**config.mk**
```make
export PLATFORM = sky130hd
export DESIGN_NAME = led_segment_pattern_engine_core
export DESIGN_NICKNAME = d
export VERILOG_FILES = /design/src/design/lsp_pkg.sv /design/src/design/lsp_ctrl.sv /design/src/design/lsp_datapath.sv /design/src/design/led_segment_pattern_engine_core.sv
export SDC_FILE = /design/constraint.sdc
export NUM_CORES = 1
export LEC_CHECK = 0
export ABC_AREA = 1
export BUFFER_PORTS_ARGS = -buffer_cell sky130_fd_sc_hd__clkbuf_2
export CAP_MARGIN = 10
export CELL_PAD_IN_SITES_DETAIL_PLACEMENT = 1
export CELL_PAD_IN_SITES_GLOBAL_PLACEMENT = 2
export CORE_MARGIN = 2
export CORE_UTILIZATION = 43
export DETAILED_ROUTE_END_ITERATION = 6
export PLACE_DENSITY_LB_ADDON = 0.1
export SYNTH_ARGS = -nofsm -noshare
export SYNTH_HDL_FRONTEND = slang
export SYNTH_HIERARCHICAL = 1
export SYNTH_SLANG_ARGS = --single-unit
```
**constraint.sdc**
```tcl
create_clock -name clk -period 15.2 [get_ports clk]
set_clock_uncertainty 0.05 [all_clocks]
set_input_delay 0.76 -clock clk [delete_from_list [all_inputs] [get_ports clk]]
set_output_delay 0.76 -clock clk [all_outputs]
set_load 0.05 [all_outputs]
```
**src/design/lsp_pkg.sv**
```systemverilog
// ----------------------------------------------------------------------------
// lsp_pkg: shared types and constants of the LED segment pattern engine
// Holds the payload structs, the controller command and status structs,
// the mode and register codes and the LED index clamp.
// ----------------------------------------------------------------------------
package lsp_pkg;

  // Default segment count and strip length.
  localparam int SEGMENTS_DEF = 16;
  localparam int STRIP_LEDS   = 128;

  // Counter limits and register reset values.
  localparam logic [15:0] CNT_MAX         = 16'hFFFF;
  localparam logic [15:0] BLINK_HALF_RST  = 16'd250;
  localparam logic [15:0] REFRESH_PER_RST = 16'd100;
  localparam logic [7:0]  LIGHTNESS_RST   = 8'd10;

  // Configuration register indexes.
  localparam logic [1:0] CFG_BLINK_HALF  = 2'd0;
  localparam logic [1:0] CFG_REFRESH_PER = 2'd1;
  localparam logic [1:0] CFG_LIGHTNESS   = 2'd2;

  // Input operation codes.
  localparam logic OP_CONFIG = 1'b0;
  localparam logic OP_TICK   = 1'b1;

  // Segment modes.
  localparam logic [2:0] MODE_OFF    = 3'd0;
  localparam logic [2:0] MODE_ON     = 3'd1;
  localparam logic [2:0] MODE_FLOW   = 3'd2;
  localparam logic [2:0] MODE_BLINK  = 3'd3;
  localparam logic [2:0] MODE_ROTATE = 3'd4;

  // Write slots of a rotate segment.
  localparam logic [1:0] SUB_CLEAR = 2'd0;
  localparam logic [1:0] SUB_POS   = 2'd1;
  localparam logic [1:0] SUB_NEXT  = 2'd2;

  typedef struct packed {
    logic       op;
    logic [3:0] segment;
    logic [6:0] range_start;
    logic [6:0] range_end;
    logic [2:0] mode;
  } in_item_t;

  typedef struct packed {
    logic [3:0] seg_id;
    logic       strip;
    logic [6:0] first_led;
    logic [6:0] last_led;
    logic       color_on;
    logic       full_bright;
    logic [7:0] level;
    logic       last;
  } out_item_t;

  typedef enum logic [1:0] {
    ST_IDLE,
    ST_BLINK,
    ST_REFRESH,
    ST_FLUSH
  } ctl_state_t;

  // Commands from the controller to the datapath.
  typedef struct packed {
    logic       cfg_item;
    logic       tick;
    logic       emit;
    logic       scan_refresh;
    logic       flush;
    logic [1:0] sub;
  } ctl_cmd_t;

  // Status from the datapath to the controller.
  typedef struct packed {
    logic tick_blink;
    logic tick_refresh;
    logic refresh_due;
    logic needs_write;
    logic final_sub;
    logic out_free;
    logic hold_valid;
  } dp_sts_t;

  // Saturate an LED index to the strip length.
  function automatic logic [6:0] clamp_led(logic [6:0] v);
    logic [10:0] wide;
    wide = {4'b0000, v};
    if (wide > 11'(STRIP_LEDS - 1)) begin
      return 7'(STRIP_LEDS - 1);
    end
    return v;
  endfunction

endpackage

```
**src/design/lsp_ctrl.sv**
```systemverilog
// ----------------------------------------------------------------------------
// lsp_ctrl: sequencer of the LED segment pattern engine
// Walks the blink scan and the refresh scan over all segments, steps the
// rotate write slots and flushes the final write of each tick.
// ----------------------------------------------------------------------------
module lsp_ctrl #(
  parameter int SEGMENTS = lsp_pkg::SEGMENTS_DEF,
  localparam int SegW = $clog2(SEGMENTS)
) (
  input  logic              clk,
  input  logic              rst_n,
  input  logic              in_valid,
  input  logic              in_op,
  output logic              in_stall,
  input  lsp_pkg::dp_sts_t  sts,
  output lsp_pkg::ctl_cmd_t cmd,
  output logic [SegW-1:0]   idx
);

  lsp_pkg::ctl_state_t state_r, state_nxt;
  logic [SegW-1:0] idx_r, idx_nxt;
  logic [1:0]      sub_r, sub_nxt;
  logic            in_acc;
  logic            step_go;
  logic            idx_last;

  assign in_acc   = in_valid && (state_r == lsp_pkg::ST_IDLE);
  assign step_go  = !sts.needs_write || sts.out_free;
  assign idx_last = (idx_r == SegW'(SEGMENTS - 1));

  // Next state and scan counters.
  always_comb begin
    state_nxt = state_r;
    idx_nxt   = idx_r;
    sub_nxt   = sub_r;
    unique case (state_r)
      lsp_pkg::ST_IDLE: begin
        idx_nxt = '0;
        sub_nxt = lsp_pkg::SUB_CLEAR;
        if (in_acc && in_op == lsp_pkg::OP_TICK) begin
          if (sts.tick_blink) begin
            state_nxt = lsp_pkg::ST_BLINK;
          end else if (sts.tick_refresh) begin
            state_nxt = lsp_pkg::ST_REFRESH;
          end
        end
      end
      lsp_pkg::ST_BLINK, lsp_pkg::ST_REFRESH: begin
        if (step_go) begin
          if (sts.needs_write && !sts.final_sub) begin
            sub_nxt = sub_r + 2'd1;
          end else begin
            sub_nxt = lsp_pkg::SUB_CLEAR;
            if (idx_last) begin
              idx_nxt = '0;
              if (state_r == lsp_pkg::ST_BLINK && sts.refresh_due) begin
                state_nxt = lsp_pkg::ST_REFRESH;
              end else begin
                state_nxt = lsp_pkg::ST_FLUSH;
              end
            end else begin
              idx_nxt = idx_r + SegW'(1);
            end
          end
        end
      end
      lsp_pkg::ST_FLUSH: begin
        if (!sts.hold_valid || sts.out_free) begin
          state_nxt = lsp_pkg::ST_IDLE;
        end
      end
      default: state_nxt = lsp_pkg::ST_IDLE;
    endcase
  end

  // Commands to the datapath.
  always_comb begin
    in_stall         = (state_r != lsp_pkg::ST_IDLE);
    cmd              = '0;
    cmd.sub          = sub_r;
    cmd.cfg_item     = in_acc && (in_op == lsp_pkg::OP_CONFIG);
    cmd.tick         = in_acc && (in_op == lsp_pkg::OP_TICK);
    cmd.scan_refresh = (state_r == lsp_pkg::ST_REFRESH);
    cmd.emit         = (state_r == lsp_pkg::ST_BLINK || state_r == lsp_pkg::ST_REFRESH)
                       && sts.needs_write && sts.out_free;
    cmd.flush        = (state_r == lsp_pkg::ST_FLUSH) && sts.hold_valid && sts.out_free;
  end

  assign idx = idx_r;

  always_ff @(posedge clk) begin
    if (!rst_n) begin
      state_r <= lsp_pkg::ST_IDLE;
      idx_r   <= '0;
      sub_r   <= lsp_pkg::SUB_CLEAR;
    end else begin
      state_r <= state_nxt;
      idx_r   <= idx_nxt;
      sub_r   <= sub_nxt;
    end
  end

endmodule

```
**src/design/lsp_datapath.sv**
```systemverilog
// ----------------------------------------------------------------------------
// lsp_datapath: segment store, timers and write builder
// Keeps the segment table and the configuration registers, runs the blink
// and refresh counters on a tick and builds one range write per command,
// holding it in a hold stage until the next one arrives, so that the final write of a tick can be marked.
// ----------------------------------------------------------------------------
module lsp_datapath #(
  parameter int SEGMENTS = lsp_pkg::SEGMENTS_DEF,
  localparam int SegW = $clog2(SEGMENTS)
) (
  input  logic               clk,
  input  logic               rst_n,
  input  logic               cfg_we,
  input  logic [1:0]         cfg_index,
  input  logic [15:0]        cfg_wdata,
  input  lsp_pkg::in_item_t  in_item,
  input  lsp_pkg::ctl_cmd_t  cmd,
  input  logic [SegW-1:0]    idx,
  output lsp_pkg::dp_sts_t   sts,
  output logic               out_valid,
  input  logic               out_stall,
  output lsp_pkg::out_item_t out_item
);

  // Configuration registers.
  logic [15:0] blink_half_r;
  logic [15:0] refresh_per_r;
  logic [7:0]  lightness_r;

  // Segment table.
  logic [6:0] seg_first_r [SEGMENTS];
  logic [6:0] seg_last_r  [SEGMENTS];
  logic [2:0] seg_mode_r  [SEGMENTS];
  logic [6:0] seg_pos_r   [SEGMENTS];

  // Timers.
  logic        phase_r, phase_nxt;
  logic [15:0] blink_cnt_r, blink_cnt_nxt;
  logic [15:0] refresh_cnt_r, refresh_cnt_nxt;
  logic        refresh_due_r, refresh_due_nxt;

  // Hold stage and output register.
  lsp_pkg::out_item_t hold_r, hold_nxt;
  logic               hold_valid_r, hold_valid_nxt;
  lsp_pkg::out_item_t out_item_r, out_item_nxt;
  logic               out_valid_r, out_valid_nxt;

  logic        any_blink;
  logic [15:0] blink_inc;
  logic [15:0] refresh_inc;
  logic        blink_toggle;
  logic        refresh_hit;

  logic [6:0] cur_a, cur_b, cur_p, rot_p;
  logic [2:0] cur_mode;
  logic [7:0] p_inc, rot_inc;
  logic [6:0] rot_nx, pos_new;
  logic       out_free;
  logic       pos_we;
  logic [SegW-1:0] cfg_seg;
  logic       cfg_seg_ok;
  lsp_pkg::out_item_t wr;

  // Blink activity across all segments.
  always_comb begin
    any_blink = 1'b0;
    for (int i = 0; i < SEGMENTS; i++) begin
      if (seg_mode_r[i] == lsp_pkg::MODE_BLINK) begin
        any_blink = 1'b1;
      end
    end
  end

  // Saturating timer steps for a tick.
  assign blink_inc    = (blink_cnt_r == lsp_pkg::CNT_MAX) ? blink_cnt_r : blink_cnt_r + 16'd1;
  assign refresh_inc  = (refresh_cnt_r == lsp_pkg::CNT_MAX) ? refresh_cnt_r
                                                            : refresh_cnt_r + 16'd1;
  assign blink_toggle = any_blink && (blink_inc >= blink_half_r);
  assign refresh_hit  = (refresh_inc > refresh_per_r);

  always_comb begin
    phase_nxt       = phase_r;
    blink_cnt_nxt   = blink_cnt_r;
    refresh_cnt_nxt = refresh_cnt_r;
    refresh_due_nxt = refresh_due_r;
    if (cmd.tick) begin
      if (!any_blink) begin
        phase_nxt     = 1'b1;
        blink_cnt_nxt = '0;
      end else if (blink_toggle) begin
        phase_nxt     = !phase_r;
        blink_cnt_nxt = '0;
      end else begin
        blink_cnt_nxt = blink_inc;
      end
      refresh_cnt_nxt = refresh_hit ? 16'd0 : refresh_inc;
      refresh_due_nxt = refresh_hit;
    end
  end

  // Current segment and its write for the present slot.
  assign cur_a    = seg_first_r[idx];
  assign cur_b    = seg_last_r[idx];
  assign cur_p    = seg_pos_r[idx];
  assign cur_mode = seg_mode_r[idx];

  assign p_inc   = {1'b0, cur_p} + 8'd1;
  assign rot_p   = (cur_p < cur_a || cur_p > cur_b) ? cur_a : cur_p;
  assign rot_inc = {1'b0, rot_p} + 8'd1;
  assign rot_nx  = (rot_inc > {1'b0, cur_b}) ? cur_a : rot_inc[6:0];

  always_comb begin
    wr             = '0;
    wr.seg_id      = 4'(idx);
    wr.strip       = idx[0];
    wr.first_led   = cur_a;
    wr.last_led    = cur_b;
    wr.level       = lightness_r;
    wr.last        = 1'b0;
    pos_new        = cur_p;
    pos_we         = 1'b0;
    unique case (cur_mode)
      lsp_pkg::MODE_ON: begin
        wr.color_on    = 1'b1;
        wr.full_bright = 1'b1;
      end
      lsp_pkg::MODE_BLINK: begin
        wr.color_on    = phase_r;
        wr.full_bright = phase_r;
      end
      lsp_pkg::MODE_FLOW: begin
        pos_we         = 1'b1;
        wr.full_bright = 1'b1;
        if (p_inc > {1'b0, cur_b}) begin
          pos_new     = cur_a;
          wr.color_on = 1'b0;
        end else begin
          pos_new     = p_inc[6:0];
          wr.color_on = 1'b1;
          wr.last_led = p_inc[6:0];
        end
      end
      lsp_pkg::MODE_ROTATE: begin
        pos_new = rot_nx;
        pos_we  = (cmd.sub == lsp_pkg::SUB_NEXT);
        case (cmd.sub)
          lsp_pkg::SUB_POS: begin
            wr.first_led   = rot_p;
            wr.last_led    = rot_p;
            wr.color_on    = 1'b1;
            wr.full_bright = 1'b1;
          end
          lsp_pkg::SUB_NEXT: begin
            wr.first_led   = rot_nx;
            wr.last_led    = rot_nx;
            wr.color_on    = 1'b1;
            wr.full_bright = 1'b1;
          end
          default: begin
            wr.color_on    = 1'b0;
            wr.full_bright = 1'b0;
          end
        endcase
      end
      default: begin
        wr.color_on    = 1'b0;
        wr.full_bright = 1'b0;
      end
    endcase
  end

  // Status back to the controller.
  assign out_free = !out_valid_r || !out_stall;

  always_comb begin
    sts              = '0;
    sts.tick_blink   = blink_toggle;
    sts.tick_refresh = refresh_hit;
    sts.refresh_due  = refresh_due_r;
    sts.out_free     = out_free;
    sts.hold_valid   = hold_valid_r;
    if (cmd.scan_refresh) begin
      sts.needs_write = (cur_mode <= lsp_pkg::MODE_ROTATE);
      sts.final_sub   = (cur_mode != lsp_pkg::MODE_ROTATE) || (cmd.sub == lsp_pkg::SUB_NEXT);
    end else begin
      sts.needs_write = (cur_mode == lsp_pkg::MODE_BLINK);
      sts.final_sub   = 1'b1;
    end
  end

  // Hold stage and output register: a write moves out once the next one arrives
  // or the tick ends, which marks it as the final write.
  always_comb begin
    hold_nxt       = hold_r;
    hold_valid_nxt = hold_valid_r;
    out_item_nxt   = out_item_r;
    out_valid_nxt  = out_valid_r && out_stall;
    if (cmd.emit) begin
      hold_nxt       = wr;
      hold_valid_nxt = 1'b1;
      if (hold_valid_r) begin
        out_item_nxt  = hold_r;
        out_valid_nxt = 1'b1;
      end
    end else if (cmd.flush) begin
      out_item_nxt      = hold_r;
      out_item_nxt.last = 1'b1;
      out_valid_nxt     = 1'b1;
      hold_valid_nxt    = 1'b0;
    end
  end

  assign out_valid = out_valid_r;
  assign out_item  = out_item_r;

  // Configure item decode.
  assign cfg_seg    = SegW'(in_item.segment);
  assign cfg_seg_ok = (int'(in_item.segment) < SEGMENTS);

  // Segment table updates.
  always_ff @(posedge clk) begin
    if (!rst_n) begin
      for (int i = 0; i < SEGMENTS; i++) begin
        seg_first_r[i] <= '0;
        seg_last_r[i]  <= '0;
        seg_mode_r[i]  <= lsp_pkg::MODE_OFF;
        seg_pos_r[i]   <= '0;
      end
    end else if (cmd.cfg_item && cfg_seg_ok) begin
      seg_first_r[cfg_seg] <= lsp_pkg::clamp_led(in_item.range_start);
      seg_last_r[cfg_seg]  <= lsp_pkg::clamp_led(in_item.range_end);
      seg_mode_r[cfg_seg]  <= in_item.mode;
      seg_pos_r[cfg_seg]   <= lsp_pkg::clamp_led(in_item.range_start);
    end else if (cmd.emit && cmd.scan_refresh && pos_we) begin
      seg_pos_r[idx] <= pos_new;
    end
  end

  // Configuration registers.
  always_ff @(posedge clk) begin
    if (!rst_n) begin
      blink_half_r  <= lsp_pkg::BLINK_HALF_RST;
      refresh_per_r <= lsp_pkg::REFRESH_PER_RST;
      lightness_r   <= lsp_pkg::LIGHTNESS_RST;
    end else if (cfg_we) begin
      unique case (cfg_index)
        lsp_pkg::CFG_BLINK_HALF:  blink_half_r  <= cfg_wdata;
        lsp_pkg::CFG_REFRESH_PER: refresh_per_r <= cfg_wdata;
        lsp_pkg::CFG_LIGHTNESS:   lightness_r   <= cfg_wdata[7:0];
        default: ;
      endcase
    end
  end

  // Timers and handshake control.
  always_ff @(posedge clk) begin
    if (!rst_n) begin
      phase_r       <= 1'b1;
      blink_cnt_r   <= '0;
      refresh_cnt_r <= '0;
      refresh_due_r <= 1'b0;
      hold_valid_r  <= 1'b0;
      out_valid_r   <= 1'b0;
    end else begin
      phase_r       <= phase_nxt;
      blink_cnt_r   <= blink_cnt_nxt;
      refresh_cnt_r <= refresh_cnt_nxt;
      refresh_due_r <= refresh_due_nxt;
      hold_valid_r  <= hold_valid_nxt;
      out_valid_r   <= out_valid_nxt;
    end
  end

  // Payload registers.
  always_ff @(posedge clk) begin
    hold_r     <= hold_nxt;
    out_item_r <= out_item_nxt;
  end

endmodule

```
**src/design/led_segment_pattern_engine_core.sv**
```systemverilog
// ----------------------------------------------------------------------------
// A configure beat is taken while the controller is idle; a tick runs the blink
// scan and then the refresh scan over every segment, each only when due, with
// extra write slots for each rotate segment, and a flush of the final write.
// The controller walks one write slot a cycle while the output is not stalled.
// Reset (rst_n, synchronous) clears the segment table to off, the timers,
// and loads the register defaults 250, 100 and 10.
// ----------------------------------------------------------------------------
// led_segment_pattern_engine_core: LED segment pattern engine top level
// Joins the scan controller and the datapath.
// ----------------------------------------------------------------------------
module led_segment_pattern_engine_core #(
  parameter int SEGMENTS = lsp_pkg::SEGMENTS_DEF
) (
  input  logic               clk,
  input  logic               rst_n,
  input  logic               cfg_we,
  input  logic [1:0]         cfg_index,
  input  logic [15:0]        cfg_wdata,
  input  logic               in_valid,
  output logic               in_stall,
  input  lsp_pkg::in_item_t  in_item,
  output logic               out_valid,
  input  logic               out_stall,
  output lsp_pkg::out_item_t out_item
);

  localparam int SegW = $clog2(SEGMENTS);

  lsp_pkg::ctl_cmd_t cmd;
  lsp_pkg::dp_sts_t  sts;
  logic [SegW-1:0]   idx;

  // Scan sequencer.
  lsp_ctrl #(
    .SEGMENTS(SEGMENTS)
  ) u_ctrl (
    .clk      (clk),
    .rst_n    (rst_n),
    .in_valid (in_valid),
    .in_op    (in_item.op),
    .in_stall (in_stall),
    .sts      (sts),
    .cmd      (cmd),
    .idx      (idx)
  );

  // Segment store, timers and write builder.
  lsp_datapath #(
    .SEGMENTS(SEGMENTS)
  ) u_datapath (
    .clk       (clk),
    .rst_n     (rst_n),
    .cfg_we    (cfg_we),
    .cfg_index (cfg_index),
    .cfg_wdata (cfg_wdata),
    .in_item   (in_item),
    .cmd       (cmd),
    .idx       (idx),
    .sts       (sts),
    .out_valid (out_valid),
    .out_stall (out_stall),
    .out_item  (out_item)
  );

endmodule

```
=== Word level (Yosys, flattened, before mapping) ===
Memory sizes are Yosys's and may differ from the RTL's. A register that Yosys moved wholly into a read port is not among the register bits.
Cells that the tools add are included.

* Output and inout bits: 32
* Latch bits: 0
* Register bits after elaboration: 143
* Bits in writable memories: 384
* Input port bits: 45
* Logic and storage cells: 220
* Memories kept: 4
* Bits in read-only memories: 0

* Order comparisons: 7
* $mul: 0
* Muxes and demuxes: 91
* Equal/unequal tests: 39
* Divide/modulo/power cells: 0
* Add/subtract/negate cells: 6
* Shift-type cells: 0
* Bitwise logic cells: 1
* Reduce and logical (&&, ||, !) cells: 45

{| class="wikitable"
|+ Memories
! name !! words !! width !! read ports !! clocked after memory_dff !! write ports !! RTL line !! RTL
|-
| u_datapath.seg_first_r || 16 || 7 || 1 || 1 || 16 || lsp_datapath.sv:31 || <nowiki>logic [6:0] seg_first_r [SEGMENTS];</nowiki>
|-
| u_datapath.seg_last_r || 16 || 7 || 1 || 1 || 16 || lsp_datapath.sv:32 || <nowiki>logic [6:0] seg_last_r [SEGMENTS];</nowiki>
|-
| u_datapath.seg_pos_r || 16 || 7 || 1 || 1 || 16 || lsp_datapath.sv:34 || <nowiki>logic [6:0] seg_pos_r [SEGMENTS];</nowiki>
|-
| u_datapath.seg_mode_r || 16 || 3 || 17 || 1 || 16 || lsp_datapath.sv:33 || <nowiki>logic [2:0] seg_mode_r [SEGMENTS];</nowiki>
|}

{| class="wikitable"
|+ Operator list
! kind !! number
|-
| 30-bit 2-to-1 mux || 3
|-
| 16-bit 2-to-1 mux || 5
|-
| 4-bit 2-to-1 mux || 16
|-
| 7-bit 2-to-1 mux || 9
|-
| 3-bit by 2-bit == test with 1-bit output (second input constant) || 18
|-
| 1-bit 2-to-1 mux || 38
|-
| 16-bit by 1-bit adder with 16-bit output (second input constant) || 2
|-
| 16-bit == test (second input constant) || 2
|-
| 14-bit case mux with 2 select lines || 1
|-
| 7-bit case mux with 2 select lines || 2
|-
| 7-bit OR reduction || 4
|-
| 2-bit 2-to-1 mux || 11
|-
| 7-bit by 1-bit adder with 8-bit output (second input constant) || 2
|-
| 16-bit >= comparator || 1
|-
| 16-bit greater-than comparator || 1
|-
| 8-bit by 7-bit greater-than comparator with 1-bit output || 2
|-
| 1-bit logical AND || 13
|-
| 2-bit AND reduction || 6
|-
| 2-bit == test (second input constant) || 4
|-
| 2-bit inequality test (second input constant) || 4
|-
| 2-bit case mux with 4 select lines || 1
|-
| 4-bit case mux with 2 select lines || 1
|-
| 7-bit greater-than comparator || 1
|-
| 7-bit less-than comparator || 1
|-
| 23 further kinds || 41
|}

=== Longest topological paths before layout ===
Gate-level depths: netlist of the first run.
An unclocked memory read counts as a cell.

* Word-level depth: 22
* Mapped depth: 41
* Depth with buffers taken out: 36

=== Cells and area by module ===
The synthesis of the first run kept the hierarchy.

{| class="wikitable"
|+ By module, submodules not included
! module !! area an instance (µm²) !! instances !! cells each !! seq. area each (µm²)
|-
| lsp_datapath || 25137.9 || 1 || 2666 || 14764.2
|-
| lsp_ctrl || 604.3 || 1 || 95 || 160.2
|}

=== Least setup slack after synthesis of the first run ===
Ideal clock, no wire load.

* Path type: reg-to-reg
* From: reg u_ctrl.idx_r[0] (netlist: u_ctrl/idx[0])
* To: mem u_datapath.seg_pos_r[10][6] (data pin)
* Cell stages (with the launch flop): 38
* Path slack: 9.293 ns
* Clock period less this slack: 5.907 ns
* Setup time: 0.256 ns
* Buffers on the path: 7
* Data required time: 14.894 ns
* Data arrival time: 5.601 ns
* Path through: dfxtp_1 buf_4 buf_2 clkbuf_1 clkbuf_1 clkbuf_1 nor2_1 o221ai_1 nand3_1 nand2_1 inv_1 ha_1 nand2_1 inv_1 nand3_1 o41ai_1 clkbuf_1 nand3_1 [2 not listed] inv_1 nor2_2 inv_1 nand2_1 inv_1 ha_1 a21o_1 a21oi_1 o21ai_0 a21oi_1 or2_2 nand2_4 nand2_1 nand3_1 nand2_1 nand2_2 buf_2 nor2_1

{| class="wikitable"
|+ RTL lines
! element !! RTL line !! RTL
|-
| start, declared || lsp_ctrl.sv:21 || <nowiki>logic [SegW-1:0] idx_r, idx_nxt;</nowiki>
|-
| start signal, assigned || lsp_ctrl.sv:98 || <nowiki>idx_r <= idx_nxt;</nowiki>
|-
| end, declared || lsp_datapath.sv:34 ||
|}

==> results of run 1 <==
## per-layer routing
layer  GRT usage, %  part of all wire [%]  up-vias
li1               -                     -     9455
met1          36.41                    45    10277
met2          45.60                    48      531
met3          2.941                   4.7      145
met4          8.052                   2.8        0
met5              0                     0        -
## state kept, by name, summed over array words and instances, names as in the netlist, 28 cells and up
| name | count |
|---|---|
| u_datapath/seg_first_r | 112 |
| u_datapath/seg_last_r | 112 |
| u_datapath/seg_pos_r | 112 |
| u_datapath/seg_mode_r | 48 |
| u_datapath/out_item | 29 |
| u_datapath/hold_r | 28 |
## where the power goes
| part | switching [mW] | leakage [nW] | total (mW) | internal, mW |
|---|---|---|---|---|
| Clock | 0.578 | 0.896 | 1.38 | 0.806 |
| Combinational | 0.132 | 5.16 | 0.170 | 0.0373 |
| Sequential | 0.0112 | 5.33 | 1.60 | 1.59 |
## cell type report
cell class,instances,area share (%)
repair buffers,103,2.094
clock inverters,31,1.139
multi-input cells,1859,32.52
flip-flops and latches,525,52.50
clock buffers,75,5.362
well taps,773,3.400
inverters,224,2.982
## per-stage QoR
step                      instance area (um2)  setup WS (ps)  hold slack (ps)
after floorplan                         25740           9293            350.3
after global placement                  26590           7716            355.2
after detailed placement                26590           7488            356.3
after CTS                               28440           7441            320.1
after global routing                    28440           6642            348.1
final                                   28440           7364            348.8
## kinds of logic after synthesis
| family | after synthesis |
|---|---|
| DFF | 525 |
| and+or+nand+nor | 1270 |
| xor gates and xnor gates | 23 |
| adders and majority gates | 70 |
| buffers and inverters | 377 |
| AOI/OAI and AO/OA | 496 |
## worst paths after layout
kind / to / cells after the start / startpoint
min: u_datapath/lightness_r[3] / 3 / cfg_wdata[3]
max: u_datapath/seg_pos_r[14][1] / 36 / u_ctrl/idx[0]
min reg2reg: u_datapath/out_item[19] / 0 / u_datapath/hold_r[19]
max reg2reg: u_datapath/seg_pos_r[14][1] / 36 / u_ctrl/idx[0]
## cells in the final DEF, fill, tap and decap left out, types with 21 or more instances in the layout
| master | instances |
|---|---|
| buf_4 | 26 |
| edfxtp_1 | 441 |
| a21oi_1 | 118 |
| nor2_1 | 623 |
| dfxtp_1 | 81 |
| ha_1 | 70 |
| inv_1 | 202 |
| nor3_1 | 38 |
| nand3_1 | 147 |
| clkbuf_2 | 75 |
| clkbuf_16 | 58 |
| o21ai_0 | 211 |
| o211ai_1 | 36 |
| o22ai_1 | 21 |
| nand2_2 | 32 |
| o221ai_1 | 54 |
| nand2_1 | 394 |
## worst register-to-register path: cells and delay by family, from the launching register on
kind	cells	cell delay [ps]
AO/OA/AOI/OAI	9	1310
buffers and inverters	9	2570
adder cells (fa/ha/maj)	3	790
flip-flops	1	490
AND/OR/NAND/NOR	15	2360
==> impl_metrics.py, run 1 <==
metrics = {
    "routing": {
        "ant_nets": 0,
        "drc": 3,
        "routed_via_density": 5.685,
        "wl_per_cell_um": 23.24,
        "vias": 20408,
        "wirelength_mm": 83.44,
        "drtIter0Drc": 1452,
        "first_pass_iters": 7,
    },
    "placement": {
        "port_buffers": 76,
        "dpl.cell_count": 3484,
        "gp_congestion": 0.8818,
        "place_hpwl_mm": 54.65,
    },
    "yosys": {
        "synth_common_cells": "nor2_1 (624), edfxtp_1 (441), nand2_1 (394), o21ai_0 (212), inv_1 (202)",
        "ys_seq_area_share_pct": 57.98,
        "yosys_warnings": 6,
        "postSynthAreaPerCell_um2": 9.324,
        "synth.area.mux_share_pct": 0,
        "synth-compound-area-share_pct": 11.32,
        "synthXorXnorAreaFrac_pct": 0.7825,
        "synth.distinct_cells": 47,
        "synth_nets": 2876,
        "synth-edff-count": 441,
        "ys.flop_type": "edfxtp_1",
        "synthAdderAreaFrac_pct": 3.402,
        "synth_area_leaders": "edfxtp_1 (51%), nor2_1 (9.1%), dfxtp_1 (6.5%)",
        "synth_top_family_by_area": "simple AND/OR/NAND/NOR gates",
        "synth_simple_gate_area_share_pct": 20.40,
        "ys_ff_latch": 525,
        "netlist_area_mm2": 0.02574,
        "netlist.area_leader.share_pct": 51.44,
        "yosysMostFrequentCell": "nor2_1",
        "synth-async-reset-ratio_pct": 0,
        "syn_inst": 2761,
        "synth_top_cell_by_area": "edfxtp_1",
    },
    "critical_path": {
        "crit_type": "flop to flop",
        "regToRegSetupSlack_ps": 7360,
        "crit_family": "buffers and inverters",
        "path_common_cell": "inv_1",
        "crit_buf_inv": 9,
        "critPathSlowestCell": "buf_4",
        "worst_ep_arrival_time_ps": 8140,
        "critPathLaunchType": "flop",
        "cp-end-kind": "flop",
        "slowest_delay_ps": 840,
        "cp_data_required_time_ps": 15510,
        "cp_max_fo": 84,
    },
    "run": {
        "drv_cap": 0,
    },
    "clock_tree": {
        "cts.sinks": 525,
        "cts_tree": "done",
        "cts_htree_levels": 2,
        "path_clk_slew_ps": 70,
        "cts_setup_buffers": 0,
        "cts_buffers": 57,
        "cts_resized": 0,
        "clockBufferDepth": 3,
        "cts_hold_buf": 0,
        "clockRootBuffer": "clkbuf_16",
        "clock_latency_ps": 620,
    },
    "final_layout": {
        "drive_gt1_share_pct": 9.088,
        "num_antenna_cells": 0,
        "fin_util_pct": 48.10,
        "fin_cells": 3590,
        "seqCellArea_mm2": 0.01493,
        "layout-area-overhead-vs-synth_pct": 10.49,
        "nNetsFinal": 2885,
        "multi_input_area_mm2": 0.009250,
        "fill_cells": 6742,
    },
    "sta": {
        "setup_viol": 0,
        "tns_ps": 0,
        "relSlewSlack_pct": 20.15,
        "fin_crit_ps": 7836,
        "tightest_slew_ps": 1195,
        "fmax_mhz": 127.6,
        "rsz0062_at_grt": "false",
        "hold_viol": 0,
        "period_share_pct": 51.55,
        "slew_viol_final": 0,
    },
    "global_routing": {
        "grt_pass1_wl_mm": 127.9,
        "antenna_found_initial": 1,
        "grt.overflow.total": 0,
        "grt_usage_pct": 26.89,
        "grt_pass1_vias": 21153,
        "grt_max_degree": 161,
    },
    "power_and_ir_drop": {
        "p_leak_nw": 11.39,
        "pwr_density_cell_mw_per_mm2": 110.9,
        "power_mw": 3.155,
        "ir_worst_vdd_mv": 0.09422,
    },
    "floorplanning": {
        "die_h_um": 248.7,
        "die_w_um": 248.7,
        "pin_count": 77,
        "initial_utilization_pct": 43.53,
        "die_area_mm2": 0.06184,
        "rows": 89,
        "core_area_mm2": 0.05913,
    },
    "status": {
        "status": "finished with violations",
        "violations": "design-rule violations",
    },
    "min_path": {
        "hp-class": "primary input to flop",
    },
}
No activity file was read; power rests on OpenSTA's default activity.
==> run 2: changes to the inputs <==
--- a/config.mk
+++ b/config.mk
@@ -11,7 +11,7 @@
 export CELL_PAD_IN_SITES_DETAIL_PLACEMENT = 1
 export CELL_PAD_IN_SITES_GLOBAL_PLACEMENT = 2
 export CORE_MARGIN = 2
-export CORE_UTILIZATION = 43
+export CORE_UTILIZATION = 40
 export DETAILED_ROUTE_END_ITERATION = 6
 export PLACE_DENSITY_LB_ADDON = 0.1
 export SYNTH_ARGS = -nofsm -noshare
==> constraint.sdc (replaced) <==
create_clock -name clk -period 7.7 [get_ports clk]
set_clock_uncertainty 0.05 [all_clocks]
set_input_delay 0.385 -clock clk [delete_from_list [all_inputs] [get_ports clk]]
set_output_delay 0.385 -clock clk [all_outputs]
set_load 0.05 [all_outputs]
==> impl_metrics.py, run 2 (synthesis gave the netlist of run 1 again) <==
metrics = {
    "status": {
        "status": "complete, no violations",
    },
    "floorplanning": {
        "die_w_um": 257.7,
        "initial_utilization_pct": 40.22,
        "die_area_mm2": 0.06640,
        "die_h_um": 257.7,
        "rows": 93,
        "core_area_mm2": 0.06400,
        "pin_count": 77,
    },
    "global_routing": {
        "antenna_found_initial": 0,
        "grt_pass1_vias": 21308,
        "grt_pass1_wl_mm": 129.7,
        "grt.overflow.total": 0,
        "grt_max_degree": 114,
        "grt_usage_pct": 25.52,
    },
    "sta": {
        "fin_crit_ps": 6972,
        "relSlewSlack_pct": 20.73,
        "slew_viol_final": 0,
        "fmax_mhz": 143.4,
        "whs_ps": 156.4,
        "period_share_pct": 90.55,
        "hold_viol": 0,
        "setup_viol": 0,
        "rsz0062_at_grt": "false",
        "tns_ps": 0,
        "tightest_slew_ps": 1185,
    },
    "clock_tree": {
        "cts_buffers": 58,
        "clock_latency_ps": 640,
        "cts_htree_levels": 2,
        "cts_resized": 0,
        "cts.sinks": 525,
        "cts_tree": "done",
        "path_clk_slew_ps": 60,
        "clockBufferDepth": 3,
        "clockRootBuffer": "clkbuf_16",
    },
    "critical_path": {
        "r2r-start": "u_ctrl/idx[0]",
        "cp_data_required_time_ps": 8020,
        "cp_max_fo": 68,
        "r2r-end": "u_datapath/seg_pos_r[4][0]",
        "cp-end-kind": "flop",
        "startpoint": "u_ctrl/idx[0]",
        "crit_buf_inv": 9,
        "worst_ep_arrival_time_ps": 7290,
        "crit_end": "u_datapath/seg_pos_r[4][0]",
        "critPathLaunchType": "flop",
        "crit_cells": 35,
        "regToRegSetupSlack_ps": 730,
        "crit_family": "simple AND/OR/NAND/NOR gates",
        "critPathSlowestCell": "dfxtp_4",
        "slowest_delay_ps": 530,
        "reg2reg_depth": 35,
        "crit_type": "flop to flop",
    },
    "final_layout": {
        "fill_cells": 7311,
        "layout-area-overhead-vs-synth_pct": 12.44,
        "final_area_mm2": 0.02894,
        "num_antenna_cells": 0,
        "final_common_cell": "nor2_1",
        "drive_gt1_share_pct": 9.564,
        "layout_common_cells": "nor2_1 (623), edfxtp_1 (441), nand2_1 (394)",
        "top_regs": "u_datapath/seg_first_r x112, u_datapath/seg_last_r x112, u_datapath/seg_pos_r x112",
        "nNetsFinal": 2910,
    },
    "power_and_ir_drop": {
        "pwr_density_cell_mw_per_mm2": 221.6,
        "ir_worst_vdd_mv": 0.1653,
        "p_int_mw": 4.942,
        "power.switching_mw": 1.472,
        "clkPwrFrac_pct": 45.3,
        "seqPwrFrac_pct": 49.3,
        "p_sw_share_pct": 22.95,
        "p_leak_nw": 11.58,
        "p_comb_share_pct": 5.4,
    },
    "placement": {
        "port_buffers": 76,
        "place_hpwl_mm": 55.46,
        "gp_congestion": 0.9008,
        "placement.cell_area_mm2": 0.02679,
    },
    "min_path": {
        "hp-class": "primary input to flop",
    },
    "routing": {
        "wirelength_mm": 84.95,
        "wl_per_cell_um": 22.97,
        "ant_nets": 0,
        "routed_via_density": 5.508,
        "first_pass_iters": 7,
        "drc": 0,
        "drtIter0Drc": 1380,
        "vias": 20375,
    },
    "run": {
        "drv_cap": 0,
    },
}
[run 2: cell types whose count changed in the layout (fill, tap and decap cells not counted), moves of 3 or more]
cell,before,now
buf_4,26,31
buf_12,1,4
clkbuf_1,16,13
dlygate4sd3_1,0,16
[run 2: tightest hold or removal path: stages]
cell and delay [ps]:
clkbuf_2 80, nand2_1 110, inv_1 70, o21ai_0 80
inv_1 60
[run 2: layer usage]
layer	vias up	global-route usage, %	routed length (um)
met5	-	0	0
met4	0	7.370	2075
met3	133	2.866	3403
met2	425	42.94	40840
met1	10320	34.85	38630
li1	9497	-	-
[run 2: power groups by stage]
stage / Combinational (mW) / Sequential (mW) / Clock, mW
detailed placement: 0.335 / 3.22 / 0
global placement: 0.326 / 3.22 / 0
finish: 0.345 / 3.16 / 2.91
floorplan: 0.208 / 3.21 / 0
CTS: 0.343 / 3.16 / 2.98
global route: 0.381 / 3.17 / 3.08
[run 2: worst min-delay path by stage]
stage | from | endpoint | slack, ps | cells past startpoint
floorplan | u_datapath/hold_r[10] | u_datapath/out_item[10] | 350 | 0
global placement | u_datapath/hold_r[8] | u_datapath/out_item[8] | 350 | 0
detailed placement | u_datapath/hold_r[2] | u_datapath/out_item[2] | 360 | 0
CTS | cfg_index[1] | u_datapath/refresh_per_r[6] | 120 | 3
global route | out_stall | u_datapath/out_valid | 190 | 5
finish | out_stall | u_datapath/out_valid | 160 | 5
[run 2: repair_timing]
action | CTS | global route
buffers inserted | 0 | 0
hold buffers | 16 | 0
endpoints found under the hold margin | 29 | 0
[run 2: metrics by stage]
stage          cells  util [%]  power, mW  worst slack (ps)
6_report        3699     45.23      6.414             727.9
5_1_grt         3699     45.23      6.625             222.5
4_1_cts         3699     45.23      6.482             830.3
3_5_place_dp    3574     41.87      3.556             864.9
3_3_place_gp    3574     41.87      3.544              1083
2_1_floorplan   2761         -      3.420              1793
[run 2: final cells by class]
| type | count | area [um2] | share of cell area, % |
|---|---|---|---|
| Sequential cell | 525 | 14930 | 51.59 |
| Multi-Input combinational cell | 1859 | 9250 | 31.96 |
| Clock buffer | 76 | 1592 | 5.499 |
| Tap cell | 855 | 1070 | 3.696 |
| Timing Repair Buffer | 127 | 853.3 | 2.948 |
| Inverter | 224 | 848.3 | 2.931 |
| Clock inverter | 33 | 397.9 | 1.375 |
